===== config.mk =====
export PLATFORM = sky130hd
export DESIGN_NAME = rc_mode_sequencer_and_drive_mixer_top
export DESIGN_NICKNAME = d
export VERILOG_FILES = /design/src/rtl/rcm_pkg.sv /design/src/rtl/rc_mode_sequencer_and_drive_mixer_top.sv /design/src/rtl/rcm_front.sv /design/src/rtl/rcm_queue.sv /design/src/rtl/rcm_back.sv
export SDC_FILE = /design/constraint.sdc
export NUM_CORES = 2
export LEC_CHECK = 0
export ABC_AREA = 0
export BUFFER_PORTS_ARGS = -buffer_cell sky130_fd_sc_hd__clkbuf_2
export CAP_MARGIN = 15
export CORE_ASPECT_RATIO = 0.8
export CORE_MARGIN = 3
export CORE_UTILIZATION = 48
export DETAILED_ROUTE_END_ITERATION = 12
export MAX_ROUTING_LAYER = met4
export PLACE_DENSITY = 0.69
export SLEW_MARGIN = 0
export SYNTH_ARGS = -nofsm -noshare
export SYNTH_HDL_FRONTEND = slang
export SYNTH_HIERARCHICAL = 1
export SYNTH_SLANG_ARGS = --single-unit

===== constraint.sdc =====
create_clock -name clk -period 10.3 [get_ports clk]
set_input_delay 1.03 -clock clk [delete_from_list [all_inputs] [get_ports clk]]
set_output_delay 1.03 -clock clk [all_outputs]
set_load 0.03 [all_outputs]

===== src/rtl/rcm_pkg.sv =====
// ============================================================================
// rcm_pkg: shared types and arithmetic for the RC mode sequencer
// Channel classification and scaling, boom target helper, item and
// configuration structures used across the front, queue and back sections.
// ============================================================================
`default_nettype none

package rcm_pkg;

  // Configuration register indexes.
  typedef enum logic [2:0] {
    CFG_SLEEP_HOLD_TICKS      = 3'd0,
    CFG_START_POSE_HOLD_TICKS = 3'd1,
    CFG_WAKE_MOVE_LEVEL       = 3'd2,
    CFG_BOOM_UP_MOVE_LEVEL    = 3'd3,
    CFG_ROLL_DEAD_BAND        = 3'd4,
    CFG_ROLL_ATTACK_LEVEL     = 3'd5,
    CFG_ROLL_ADJUST_SPEED     = 3'd6,
    CFG_ROLL_ATTACK_SPEED     = 3'd7
  } cfg_idx_t;

  // Boom positions and gains.
  localparam int BOOM_POS_NORMAL   = 0;
  localparam int BOOM_POS_RAISED   = 2000;
  localparam int BOOM_POS_ROLLING  = 4000;
  localparam int BOOM_GAIN_NORMAL  = 1000;
  localparam int BOOM_GAIN_RAISED  = 1000;
  localparam int BOOM_GAIN_ROLLING = 1000;

  // Scaling: q = (mag * 628 + 12) / 25, done as one multiply by the
  // reciprocal ceil(2^25 / 25) folded with the constant 628.
  localparam logic [40:0] SCALE_MUL   = 41'd842887784;
  localparam logic [40:0] SCALE_ADD   = 41'd16106136;
  localparam logic [10:0] SAT_MAG     = 11'd652;
  localparam logic [14:0] Q_ONE       = 15'd16384;
  localparam logic [12:0] CH_CENTER   = 13'd1024;
  localparam logic [5:0]  MOVE_Y_OFFS = 6'd32;
  localparam logic [5:0]  NO_OFFS     = 6'd0;
  localparam int          QUEUE_DEPTH = 2;

  // Classified raw channel: sign of the final value, saturation flag and
  // the distance from center when not saturated.
  typedef struct packed {
    logic       neg;
    logic       sat;
    logic [9:0] mag;
  } chan_t;

  // Scaled channel as sign and magnitude, magnitude at most Q_ONE.
  typedef struct packed {
    logic        neg;
    logic [14:0] mag;
  } sval_t;

  typedef struct packed {
    logic  failsafe;
    logic  sleep_button;
    chan_t roll;
    chan_t move_x;
    chan_t boom;
    chan_t move_y;
  } item_t;

  typedef struct packed {
    logic        [11:0] sleep_hold;
    logic        [11:0] start_hold;
    logic        [29:0] wake_sq;
    logic        [29:0] boom_up_sq;
    logic        [14:0] roll_dead_band;
    logic        [14:0] roll_attack_level;
    logic        [14:0] roll_adjust_speed;
    logic signed [15:0] roll_attack_speed;
  } cfg_t;

  function automatic chan_t classify(input logic [10:0] raw, input logic [5:0] offs,
                                     input logic invert);
    logic signed [12:0] d;
    logic        [10:0] mag;
    chan_t              c;
    d     = $signed(13'(raw) + 13'(offs) - CH_CENTER);
    mag   = d[12] ? 11'(-d) : 11'(d);
    c.neg = d[12] ^ invert;
    c.sat = (mag > SAT_MAG);
    c.mag = mag[9:0];
    return c;
  endfunction

  function automatic sval_t scale(input chan_t c);
    logic [40:0] prod;
    sval_t       s;
    prod  = 41'(c.mag) * SCALE_MUL + SCALE_ADD;
    s.neg = c.neg;
    s.mag = c.sat ? Q_ONE : prod[39:25];
    return s;
  endfunction

  // trunc(gain * boom / 16384), computed on magnitudes so that the
  // truncation goes toward zero.
  function automatic logic signed [17:0] boom_quot(input int gain, input sval_t b);
    logic        gneg;
    logic [16:0] gabs;
    logic [31:0] p;
    logic [17:0] qm;
    gneg = (gain < 0);
    gabs = gneg ? 17'(-gain) : 17'(gain);
    p    = 32'(gabs) * 32'(b.mag);
    qm   = p[31:14];
    return (gneg ^ b.neg) ? $signed(18'd0 - qm) : $signed(qm);
  endfunction

endpackage

`default_nettype wire


===== src/rtl/rc_mode_sequencer_and_drive_mixer_top.sv =====
// ============================================================================
// rc_mode_sequencer_and_drive_mixer_top: RC mode sequencer and drive mixer
// Scales four radio channels, runs the sleep / starting-pose sequence and
// produces the roll drive, boom mode, boom target and movement power.
// ============================================================================
// Each tick is held in the queue, then in the back sequencer, then in the result register.
// The back sequencer works on one tick at a time: it runs two shared channel scalers
// and one squaring multiplier over four steps, the last waiting for a free result slot.
// Ticks with control disabled are dropped at the input and give no result.
// Reset (synchronous, active high) restores register defaults, sets the mode
// to normal, clears the hold counter and empties the queue and result stage.
`default_nettype none

module rc_mode_sequencer_and_drive_mixer_top (
  input  wire logic               clk,
  input  wire logic               rst,
  // Configuration write port
  input  wire logic               cfg_we,
  input  wire logic [2:0]         cfg_index,
  input  wire logic [15:0]        cfg_wdata,
  // Tick input channel
  input  wire logic               in_valid,
  output logic                    in_ready,
  input  wire logic               control_enabled,
  input  wire logic               failsafe,
  input  wire logic               sleep_button,
  input  wire logic [10:0]        ch_roll,
  input  wire logic [10:0]        ch_move_x,
  input  wire logic [10:0]        ch_boom,
  input  wire logic [10:0]        ch_move_y,
  // Result channel
  output logic                    out_valid,
  input  wire logic               out_ready,
  output logic        [1:0]       robot_mode,
  output logic                    drive_enabled,
  output logic signed [15:0]      roll_drive,
  output logic        [1:0]       boom_mode,
  output logic signed [17:0]      boom_target,
  output logic        [29:0]      move_power
);

  // Register defaults. The two movement levels are only ever compared
  // against the squared movement power, so they are held as squares.
  localparam logic [11:0] SLEEP_HOLD_RST    = 12'd200;
  localparam logic [11:0] START_HOLD_RST    = 12'd50;
  localparam logic [29:0] WAKE_SQ_RST       = 30'd16777216;
  localparam logic [29:0] BOOM_UP_SQ_RST    = 30'd67108864;
  localparam logic [14:0] DEADZONE_RST      = 15'd1638;
  localparam logic [14:0] ATTACK_LEVEL_RST  = 15'd13107;
  localparam logic [14:0] ADJUST_SPEED_RST  = 15'd4096;
  localparam logic [15:0] ATTACK_SPEED_RST  = 16'd16384;

  rcm_pkg::cfg_t cfg;

  // The square of a written level is formed on the way into the register,
  // so the sequencer needs no extra multiply per tick for the thresholds.
  logic [29:0] wdata_sq;
  assign wdata_sq = 30'(cfg_wdata[14:0]) * 30'(cfg_wdata[14:0]);

  always_ff @(posedge clk) begin
    if (rst) begin
      cfg.sleep_hold        <= SLEEP_HOLD_RST;
      cfg.start_hold        <= START_HOLD_RST;
      cfg.wake_sq           <= WAKE_SQ_RST;
      cfg.boom_up_sq        <= BOOM_UP_SQ_RST;
      cfg.roll_dead_band    <= DEADZONE_RST;
      cfg.roll_attack_level <= ATTACK_LEVEL_RST;
      cfg.roll_adjust_speed <= ADJUST_SPEED_RST;
      cfg.roll_attack_speed <= $signed(ATTACK_SPEED_RST);
    end else if (cfg_we) begin
      case (cfg_index)
        rcm_pkg::CFG_SLEEP_HOLD_TICKS:      cfg.sleep_hold        <= cfg_wdata[11:0];
        rcm_pkg::CFG_START_POSE_HOLD_TICKS: cfg.start_hold        <= cfg_wdata[11:0];
        rcm_pkg::CFG_WAKE_MOVE_LEVEL:       cfg.wake_sq           <= wdata_sq;
        rcm_pkg::CFG_BOOM_UP_MOVE_LEVEL:    cfg.boom_up_sq        <= wdata_sq;
        rcm_pkg::CFG_ROLL_DEAD_BAND:        cfg.roll_dead_band    <= cfg_wdata[14:0];
        rcm_pkg::CFG_ROLL_ATTACK_LEVEL:     cfg.roll_attack_level <= cfg_wdata[14:0];
        rcm_pkg::CFG_ROLL_ADJUST_SPEED:     cfg.roll_adjust_speed <= cfg_wdata[14:0];
        rcm_pkg::CFG_ROLL_ATTACK_SPEED:     cfg.roll_attack_speed <= $signed(cfg_wdata);
        default: begin
        end
      endcase
    end
  end

  // Front: a transfer happens whenever the queue has room; disabled ticks
  // are transferred and discarded without taking a queue entry.
  logic            push;
  rcm_pkg::item_t  push_item;
  logic            q_full;
  logic            q_not_empty;
  logic            q_pop;
  rcm_pkg::item_t  q_head;

  rcm_front u_front (
    .in_valid        (in_valid),
    .in_ready        (in_ready),
    .control_enabled (control_enabled),
    .failsafe        (failsafe),
    .sleep_button    (sleep_button),
    .ch_roll         (ch_roll),
    .ch_move_x       (ch_move_x),
    .ch_boom         (ch_boom),
    .ch_move_y       (ch_move_y),
    .q_full          (q_full),
    .push            (push),
    .push_item       (push_item)
  );

  // The queue decouples the front from the back, so a stalled result
  // does not stop new ticks from being transferred until it fills.
  rcm_queue u_queue (
    .clk       (clk),
    .rst       (rst),
    .push      (push),
    .push_item (push_item),
    .pop       (q_pop),
    .head      (q_head),
    .not_empty (q_not_empty),
    .full      (q_full)
  );

  // Back: scales, squares, updates the mode state and owns the result
  // register, which holds a finished result until the sink takes it.
  rcm_back u_back (
    .clk           (clk),
    .rst           (rst),
    .cfg           (cfg),
    .q_valid       (q_not_empty),
    .q_head        (q_head),
    .q_pop         (q_pop),
    .out_valid     (out_valid),
    .out_ready     (out_ready),
    .robot_mode    (robot_mode),
    .drive_enabled (drive_enabled),
    .roll_drive    (roll_drive),
    .boom_mode     (boom_mode),
    .boom_target   (boom_target),
    .move_power    (move_power)
  );

endmodule

`default_nettype wire


===== src/rtl/rcm_front.sv =====
// ============================================================================
// rcm_front: input acceptance and channel classification
// Drops ticks with control disabled and turns raw channels into sign,
// saturation and magnitude before they enter the queue.
// ============================================================================
`default_nettype none

module rcm_front (
  input  wire logic          in_valid,
  output logic               in_ready,
  input  wire logic          control_enabled,
  input  wire logic          failsafe,
  input  wire logic          sleep_button,
  input  wire logic [10:0]   ch_roll,
  input  wire logic [10:0]   ch_move_x,
  input  wire logic [10:0]   ch_boom,
  input  wire logic [10:0]   ch_move_y,
  input  wire logic          q_full,
  output logic               push,
  output rcm_pkg::item_t     push_item
);

  assign in_ready = !q_full;
  assign push     = in_valid && !q_full && control_enabled;

  always_comb begin
    push_item.failsafe     = failsafe;
    push_item.sleep_button = sleep_button;
    push_item.roll   = rcm_pkg::classify(ch_roll, rcm_pkg::NO_OFFS, 1'b0);
    // The movement X channel's sign is inverted at classification, before scaling.
    push_item.move_x = rcm_pkg::classify(ch_move_x, rcm_pkg::NO_OFFS, 1'b1);
    push_item.boom   = rcm_pkg::classify(ch_boom, rcm_pkg::NO_OFFS, 1'b0);
    push_item.move_y = rcm_pkg::classify(ch_move_y, rcm_pkg::MOVE_Y_OFFS, 1'b0);
  end

endmodule

`default_nettype wire


===== src/rtl/rcm_queue.sv =====
// ============================================================================
// rcm_queue: two-entry queue between front and back
// Lets the front keep accepting while the back sequencer works on an item.
// ============================================================================
`default_nettype none

module rcm_queue (
  input  wire logic            clk,
  input  wire logic            rst,
  input  wire logic            push,
  input  wire rcm_pkg::item_t  push_item,
  input  wire logic            pop,
  output rcm_pkg::item_t       head,
  output logic                 not_empty,
  output logic                 full
);

  rcm_pkg::item_t entries [rcm_pkg::QUEUE_DEPTH];
  logic [0:0] wr_ptr;
  logic [0:0] rd_ptr;
  logic [1:0] count;

  assign head      = entries[rd_ptr];
  assign not_empty = (count != 2'd0);
  assign full      = (count == 2'(rcm_pkg::QUEUE_DEPTH));

  always_ff @(posedge clk) begin
    if (push) begin
      entries[wr_ptr] <= push_item;
    end
  end

  always_ff @(posedge clk) begin
    if (rst) begin
      wr_ptr <= '0;
      rd_ptr <= '0;
      count  <= '0;
    end else begin
      if (push) wr_ptr <= wr_ptr + 1'b1;
      if (pop)  rd_ptr <= rd_ptr + 1'b1;
      count <= count + 2'(push) - 2'(pop);
    end
  end

  a_no_overflow: assert property (@(posedge clk) disable iff (rst) push |-> !full)
    else $error("queue push while full");
  a_no_underflow: assert property (@(posedge clk) disable iff (rst) pop |-> not_empty)
    else $error("queue pop while empty");

endmodule

`default_nettype wire


===== src/rtl/rcm_back.sv =====
// ============================================================================
// rcm_back: scaling, mode sequencing and drive mixing
// A four-step sequencer shares two channel scalers and one squaring
// multiplier, updates the mode state and loads the result register.
// ============================================================================
`default_nettype none

module rcm_back (
  input  wire logic                clk,
  input  wire logic                rst,
  input  wire rcm_pkg::cfg_t       cfg,
  input  wire logic                q_valid,
  input  wire rcm_pkg::item_t      q_head,
  output logic                     q_pop,
  output logic                     out_valid,
  input  wire logic                out_ready,
  output logic        [1:0]        robot_mode,
  output logic                     drive_enabled,
  output logic signed [15:0]       roll_drive,
  output logic        [1:0]        boom_mode,
  output logic signed [17:0]       boom_target,
  output logic        [29:0]       move_power
);

  typedef enum logic [1:0] {
    S_IDLE, S_SQ_X, S_SQ_Y, S_OUT
  } state_t;

  typedef enum logic [1:0] {
    MODE_NORMAL, MODE_POSE_READY, MODE_STARTING_POSE, MODE_SLEEPING
  } mode_t;

  typedef enum logic [1:0] {
    BOOM_MODE_NORMAL, BOOM_MODE_RAISED, BOOM_MODE_ROLLING
  } bmode_t;

  state_t state;
  mode_t  mode_q;
  logic [12:0] hold_count;

  logic            fs;
  logic            btn;
  rcm_pkg::chan_t  roll_c;
  rcm_pkg::chan_t  boom_c;
  rcm_pkg::sval_t  mx_s;
  rcm_pkg::sval_t  my_s;
  rcm_pkg::sval_t  roll_s;
  rcm_pkg::sval_t  boom_s;
  logic [29:0]     pw;
  logic signed [17:0] quot_normal;
  logic signed [17:0] quot_raised;
  logic signed [17:0] quot_rolling;

  // Shared scalers and squarer.
  rcm_pkg::chan_t  sc_a_in;
  rcm_pkg::chan_t  sc_b_in;
  rcm_pkg::sval_t  sc_a;
  rcm_pkg::sval_t  sc_b;
  logic [14:0]     sq_in;
  logic [29:0]     sq;

  always_comb begin
    sc_a_in = (state == S_IDLE) ? q_head.move_x : roll_c;
    sc_b_in = (state == S_IDLE) ? q_head.move_y : boom_c;
    sc_a    = rcm_pkg::scale(sc_a_in);
    sc_b    = rcm_pkg::scale(sc_b_in);
    sq_in   = (state == S_SQ_X) ? mx_s.mag : my_s.mag;
    sq      = 30'(sq_in) * 30'(sq_in);
  end

  assign q_pop = (state == S_IDLE) && q_valid;

  // Decision logic for the final step.
  logic [12:0]        hold_next;
  mode_t              mode_next;
  logic               roll_isneg;
  logic               attack;
  logic signed [15:0] roll_val;
  bmode_t             bmode;
  logic signed [17:0] quot_sel;
  logic signed [18:0] target_sum;
  logic               slot_free;

  assign slot_free = !out_valid || out_ready;

  always_comb begin
    if (btn) begin
      hold_next = (hold_count <= {1'b0, cfg.sleep_hold}) ? hold_count + 13'd1 : hold_count;
    end else begin
      hold_next = '0;
    end

    mode_next = mode_q;
    if (fs) begin
      mode_next = MODE_SLEEPING;
    end else begin
      if (hold_next == 13'd0 && mode_q == MODE_POSE_READY) begin
        mode_next = MODE_STARTING_POSE;
      end else if (hold_next >= {1'b0, cfg.sleep_hold}) begin
        mode_next = MODE_SLEEPING;
      end else if (hold_next >= {1'b0, cfg.start_hold}) begin
        mode_next = MODE_POSE_READY;
      end
      if (pw > cfg.wake_sq) mode_next = MODE_NORMAL;
    end

    roll_isneg = roll_s.neg && (roll_s.mag != 15'd0);
    attack     = 1'b0;
    if (roll_s.mag < cfg.roll_dead_band) begin
      roll_val = '0;
    end else if (mode_next != MODE_STARTING_POSE && !roll_isneg &&
                 roll_s.mag > cfg.roll_attack_level) begin
      roll_val = cfg.roll_attack_speed;
      attack   = 1'b1;
    end else if (roll_isneg) begin
      roll_val = $signed(16'd0 - {1'b0, cfg.roll_adjust_speed});
    end else begin
      roll_val = $signed({1'b0, cfg.roll_adjust_speed});
    end

    if (attack) begin
      bmode = BOOM_MODE_ROLLING;
    end else if (pw > cfg.boom_up_sq) begin
      bmode = BOOM_MODE_RAISED;
    end else begin
      bmode = BOOM_MODE_NORMAL;
    end

    case (bmode)
      BOOM_MODE_NORMAL: begin
        quot_sel   = quot_normal;
        target_sum = $signed(19'(rcm_pkg::BOOM_POS_NORMAL)) + 19'(quot_sel);
      end
      BOOM_MODE_RAISED: begin
        quot_sel   = quot_raised;
        target_sum = $signed(19'(rcm_pkg::BOOM_POS_RAISED)) + 19'(quot_sel);
      end
      BOOM_MODE_ROLLING: begin
        quot_sel   = quot_rolling;
        target_sum = $signed(19'(rcm_pkg::BOOM_POS_ROLLING)) + 19'(quot_sel);
      end
      default: begin
        quot_sel   = '0;
        target_sum = '0;
      end
    endcase
  end

  always_ff @(posedge clk) begin
    if (rst) begin
      state      <= S_IDLE;
      mode_q     <= MODE_NORMAL;
      hold_count <= '0;
      out_valid  <= 1'b0;
    end else begin
      // The result register fills at the final step and empties on a transfer.
      if (state == S_OUT && slot_free) begin
        out_valid <= 1'b1;
      end else if (out_ready) begin
        out_valid <= 1'b0;
      end
      case (state)
        S_IDLE: begin
          if (q_valid) begin
            fs     <= q_head.failsafe;
            btn    <= q_head.sleep_button;
            roll_c <= q_head.roll;
            boom_c <= q_head.boom;
            mx_s   <= sc_a;
            my_s   <= sc_b;
            state  <= S_SQ_X;
          end
        end
        S_SQ_X: begin
          pw     <= sq;
          roll_s <= sc_a;
          boom_s <= sc_b;
          state  <= S_SQ_Y;
        end
        S_SQ_Y: begin
          pw           <= pw + sq;
          quot_normal  <= rcm_pkg::boom_quot(rcm_pkg::BOOM_GAIN_NORMAL, boom_s);
          quot_raised  <= rcm_pkg::boom_quot(rcm_pkg::BOOM_GAIN_RAISED, boom_s);
          quot_rolling <= rcm_pkg::boom_quot(rcm_pkg::BOOM_GAIN_ROLLING, boom_s);
          state        <= S_OUT;
        end
        S_OUT: begin
          if (slot_free) begin
            hold_count <= hold_next;
            mode_q     <= mode_next;
            robot_mode <= mode_next;
            move_power <= pw;
            if (mode_next == MODE_SLEEPING) begin
              drive_enabled <= 1'b0;
              roll_drive    <= '0;
              boom_mode     <= '0;
              boom_target   <= '0;
            end else begin
              drive_enabled <= 1'b1;
              roll_drive    <= roll_val;
              boom_mode     <= bmode;
              boom_target   <= $signed(target_sum[17:0]);
            end
            state <= S_IDLE;
          end
        end
        default: begin
          state <= S_IDLE;
        end
      endcase
    end
  end

  a_hold_bound: assert property (@(posedge clk) disable iff (rst)
    hold_count <= 13'd4096)
    else $error("hold counter beyond its saturation point");
  a_sleep_drive: assert property (@(posedge clk) disable iff (rst)
    out_valid |-> (drive_enabled == (robot_mode != MODE_SLEEPING)))
    else $error("drive enable disagrees with the reported mode");
  a_result_load: assert property (@(posedge clk) disable iff (rst)
    (state == S_OUT && slot_free) |=> (out_valid && state == S_IDLE))
    else $error("final step did not load the result register");
  a_sleep_zero: assert property (@(posedge clk) disable iff (rst)
    (out_valid && !drive_enabled) |-> (roll_drive == 16'sd0 && boom_target == 18'sd0))
    else $error("drives not zero while sleeping");

endmodule

`default_nettype wire

==> qor.tcl <==
set qor(tritoncts) {done}
set qor(global_route.usage.met2_pct) 34.1
set qor(drtAntennaViolNets) 0
set qor(finalSetupViolations) 0
set qor(maxClockFrequency_ghz) 0.104
set qor(critical_path_class) {reg -> reg}
set qor(clock_latency_on_the_worst_skew_pair_ns) 0.62
set qor(grt_antenna_before_repair) 4
set qor(rsz0062_at_grt) {no}
set qor(floorplan.die.height_um) 292
set qor(critical_path.most_common_cell) {sky130_fd_sc_hd__fa_1}
set qor(grt_remaining_overflow) 0
set qor(endpoint_kind) {flop}
set qor(initial_core_util_pct) 48.6
set qor(via_per_inst) 5.49
set qor(synth.ff_latch_count) 461
set qor(number_of_synthesized_flops_with_an_enable_pin) 295
set qor(worst_ep_arrival_time_ns) 10.00
set qor(maximum_capacitance_violations) 0
set qor(max-clock-path-buffers) 3
set qor(mappedNetlistArea_um2) 49100
set qor(io_pins) 142
set qor(hold_viol_final) 0
set qor(layout.cells.most_common) {sky130_fd_sc_hd__inv_1}
set qor(clkSinkCount) 461
set qor(grt_util_all_layers_pct) 23.5
set qor(cp.required_ns) 10.67
set qor(layout.cells.most_common_list) {851 x sky130_fd_sc_hd__inv_1, 615 x sky130_fd_sc_hd__ha_1, 523 x sky130_fd_sc_hd__nand2_1, 473 x sky130_fd_sc_hd__fa_1, 300 x sky130_fd_sc_hd__a21oi_1}
set qor(yosys_warnings) 6
set qor(avgSynthCellArea_um2) 9.63
set qor(placed_wire_length_estimate_after_detailed_placement_mm) 95.9
set qor(drc) 0
set qor(layout-drive-gt1-share_pct) 8.22
set qor(ys_seq_area_share_pct) 24.8
set qor(tightest_slew_ns) 1.09
set qor(postCtsSetupRepairBufs) 0
set qor(period_needed_ns) 9.63
set qor(syn_inst) 5098
set qor(routed_wire_length_per_instance_um) 18.4
set qor(layout.core_utilization_pct) 52.1
set qor(fin_setup_tns_ns) 0
set qor(die-area_um2) 106000
set qor(critical_path_peak_fanout) 12
set qor(outcome) {complete, no violations}
set qor(grt_util_met3_pct) 5.06
set qor(routed_wl_mm) 120
set qor(final.setup_skew_ns) 0.0299
set qor(finalWeightedCongestion) 0.956
set qor(cp_slowest_stage_delay_ns) 0.54
set qor(timing.slew.headroom_pct) 26.9
set qor(h-tree-depth) 2
set qor(clock-root-buffer) {sky130_fd_sc_hd__clkbuf_16}
set qor(grt_first_pass_wirelength_mm) 193
set qor(worst_path_max_delay_cell) {sky130_fd_sc_hd__fa_1}
set qor(synthDistinctLibCells) 121
set qor(drt_first_pass_iters) 5
set qor(via_count_of_the_routed_design) 35866
set qor(core.rowCount) 104
set qor(drt_first_iter_violations) 2495
set qor(hold_path.class) {reg -> reg}
set qor(synth_top_flop_cell) {sky130_fd_sc_hd__edfxtp_1}
set qor(groute.layer.met1.usage_pct) 34.0
set qor(postSynth.asyncResetShare_pct) 0
set qor(port_buffers) 141
set qor(grt_pass1_vias) 35528
set qor(largest_net_degree_at_the_start_of_global_routing) 92
set qor(chipWidth_um) 363
set qor(fin_crit_sh_pct) 93.5
set qor(timing.final.max_slew_violations) 0
set qor(critical_path.startpoint_type) {flop}
set qor(core_region_area_um2) 101000
set qor(area.growth.synth_to_final_pct) 7.15
set qor(design.final.nets) 6330
set qor(regToRegSetupSlack_ns) 0.67
set qor(top_usage_layer_grt) {met2}
set qor(total_cts_buffers) 50
set qor(clk_pin_slew_ns) 0.06
sequential cells by signal (all words and copies together), names as in the netlist, 2 cells and up, named ones only:
register	count
u_back/roll_drive	16
u_back/move_power	30
u_back/pw	30
u_back/quot_rolling	12
u_back/boom_mode	2
u_back/my_s	15
u_back/mx_s	15
u_back/boom_c	12
u_back/state	2
cfg	143
u_back/hold_count	13
u_back/boom_s	16
u_back/mode_q	2
u_back/boom_target	14
u_back/roll_c	12
u_back/robot_mode	2
u_queue/count	2
u_queue/entries	100
u_back/roll_s	16
final timing paths:
check / cells past startpoint / to / start
setup / recovery: 32 / u_back/pw[29] / u_back/state[1]
hold / removal: 2 / cfg[9] / cfg[9]
setup reg to reg: 32 / u_back/pw[29] / u_back/state[1]
hold reg to reg: 2 / cfg[9] / cfg[9]
critical path, delay by kind of cell (launching register included):
kind,cells,cell delay (ns)
fa+ha+maj,9,4.10
compound gates,11,2.49
xor+xnor,2,0.37
mux,1,0.44
buf+inv,5,0.59
flops,1,0.33
simple gates,4,1.04
area by class of cell:
type,instances,area (um^2)
fill,9199,48400
multi-input combinational,3622,32900
sequential,461,12200
inverter,856,3220
tap,1325,1660
clock buffer,62,1340
timing repair buffer,178,983
clock inverter,29,258
antenna,2,5.00
repair_timing:
item,4_1_cts,5_1_grt
hold buffers,0,0
gates resized for setup,0,1
endpoints found under the setup margin,0,2
cell usage after synthesis, types with 86 or more instances:
cell type | n | area (um^2)
sky130_fd_sc_hd__fa_1 | 473 | 9470
sky130_fd_sc_hd__a21oi_1 | 300 | 1500
sky130_fd_sc_hd__xnor2_1 | 133 | 1160
sky130_fd_sc_hd__nor2_1 | 295 | 1110
sky130_fd_sc_hd__ha_1 | 617 | 7720
sky130_fd_sc_hd__clkbuf_1 | 123 | 462
sky130_fd_sc_hd__edfxtp_1 | 295 | 8860
sky130_fd_sc_hd__a21o_1 | 105 | 788
sky130_fd_sc_hd__dfxtp_1 | 166 | 3320
sky130_fd_sc_hd__inv_1 | 851 | 3190
sky130_fd_sc_hd__nand3_1 | 86 | 430
sky130_fd_sc_hd__xor2_1 | 113 | 990
sky130_fd_sc_hd__o21ai_0 | 91 | 455
sky130_fd_sc_hd__nand2_1 | 523 | 1960
metal layers:
| layer | vias up | wire (um) |
|---|---|---|
| met5 | - | 0 |
| met4 | 0 | 2210 |
| met3 | 122 | 9820 |
| met2 | 1078 | 50700 |
| met1 | 17423 | 57300 |
| li1 | 17243 | - |
stage by stage:
stage                     cell area (um^2)  instances  hold slack (ns)  setup WS [ns]
after floorplan                      49100       5099            0.432           1.19
after global placement               51000       6441            0.441          0.847
after detailed placement             51000       6441            0.447          0.675
after CTS                            52600       6532            0.456          0.632
after global routing                 52600       6535            0.475         0.0355
final                                52600       6535            0.454          0.672
cells by family after synthesis:
group | count (synthesis) | synth area share (%)
and+or+nand+nor | 1299 | 12.5
muxes | 143 | 3.55
adders and majority gates | 1090 | 35.0
buffers and inverters | 1016 | 8.18
AOI/OAI and AO/OA | 841 | 11.5
DFF | 461 | 24.8
xor gates and xnor gates | 247 | 4.44
other | 1 | 0.00764
Power is left out: the tool's default activity adds up to more than one toggle a clock period on the data nets, which glitch-free logic cannot reach.
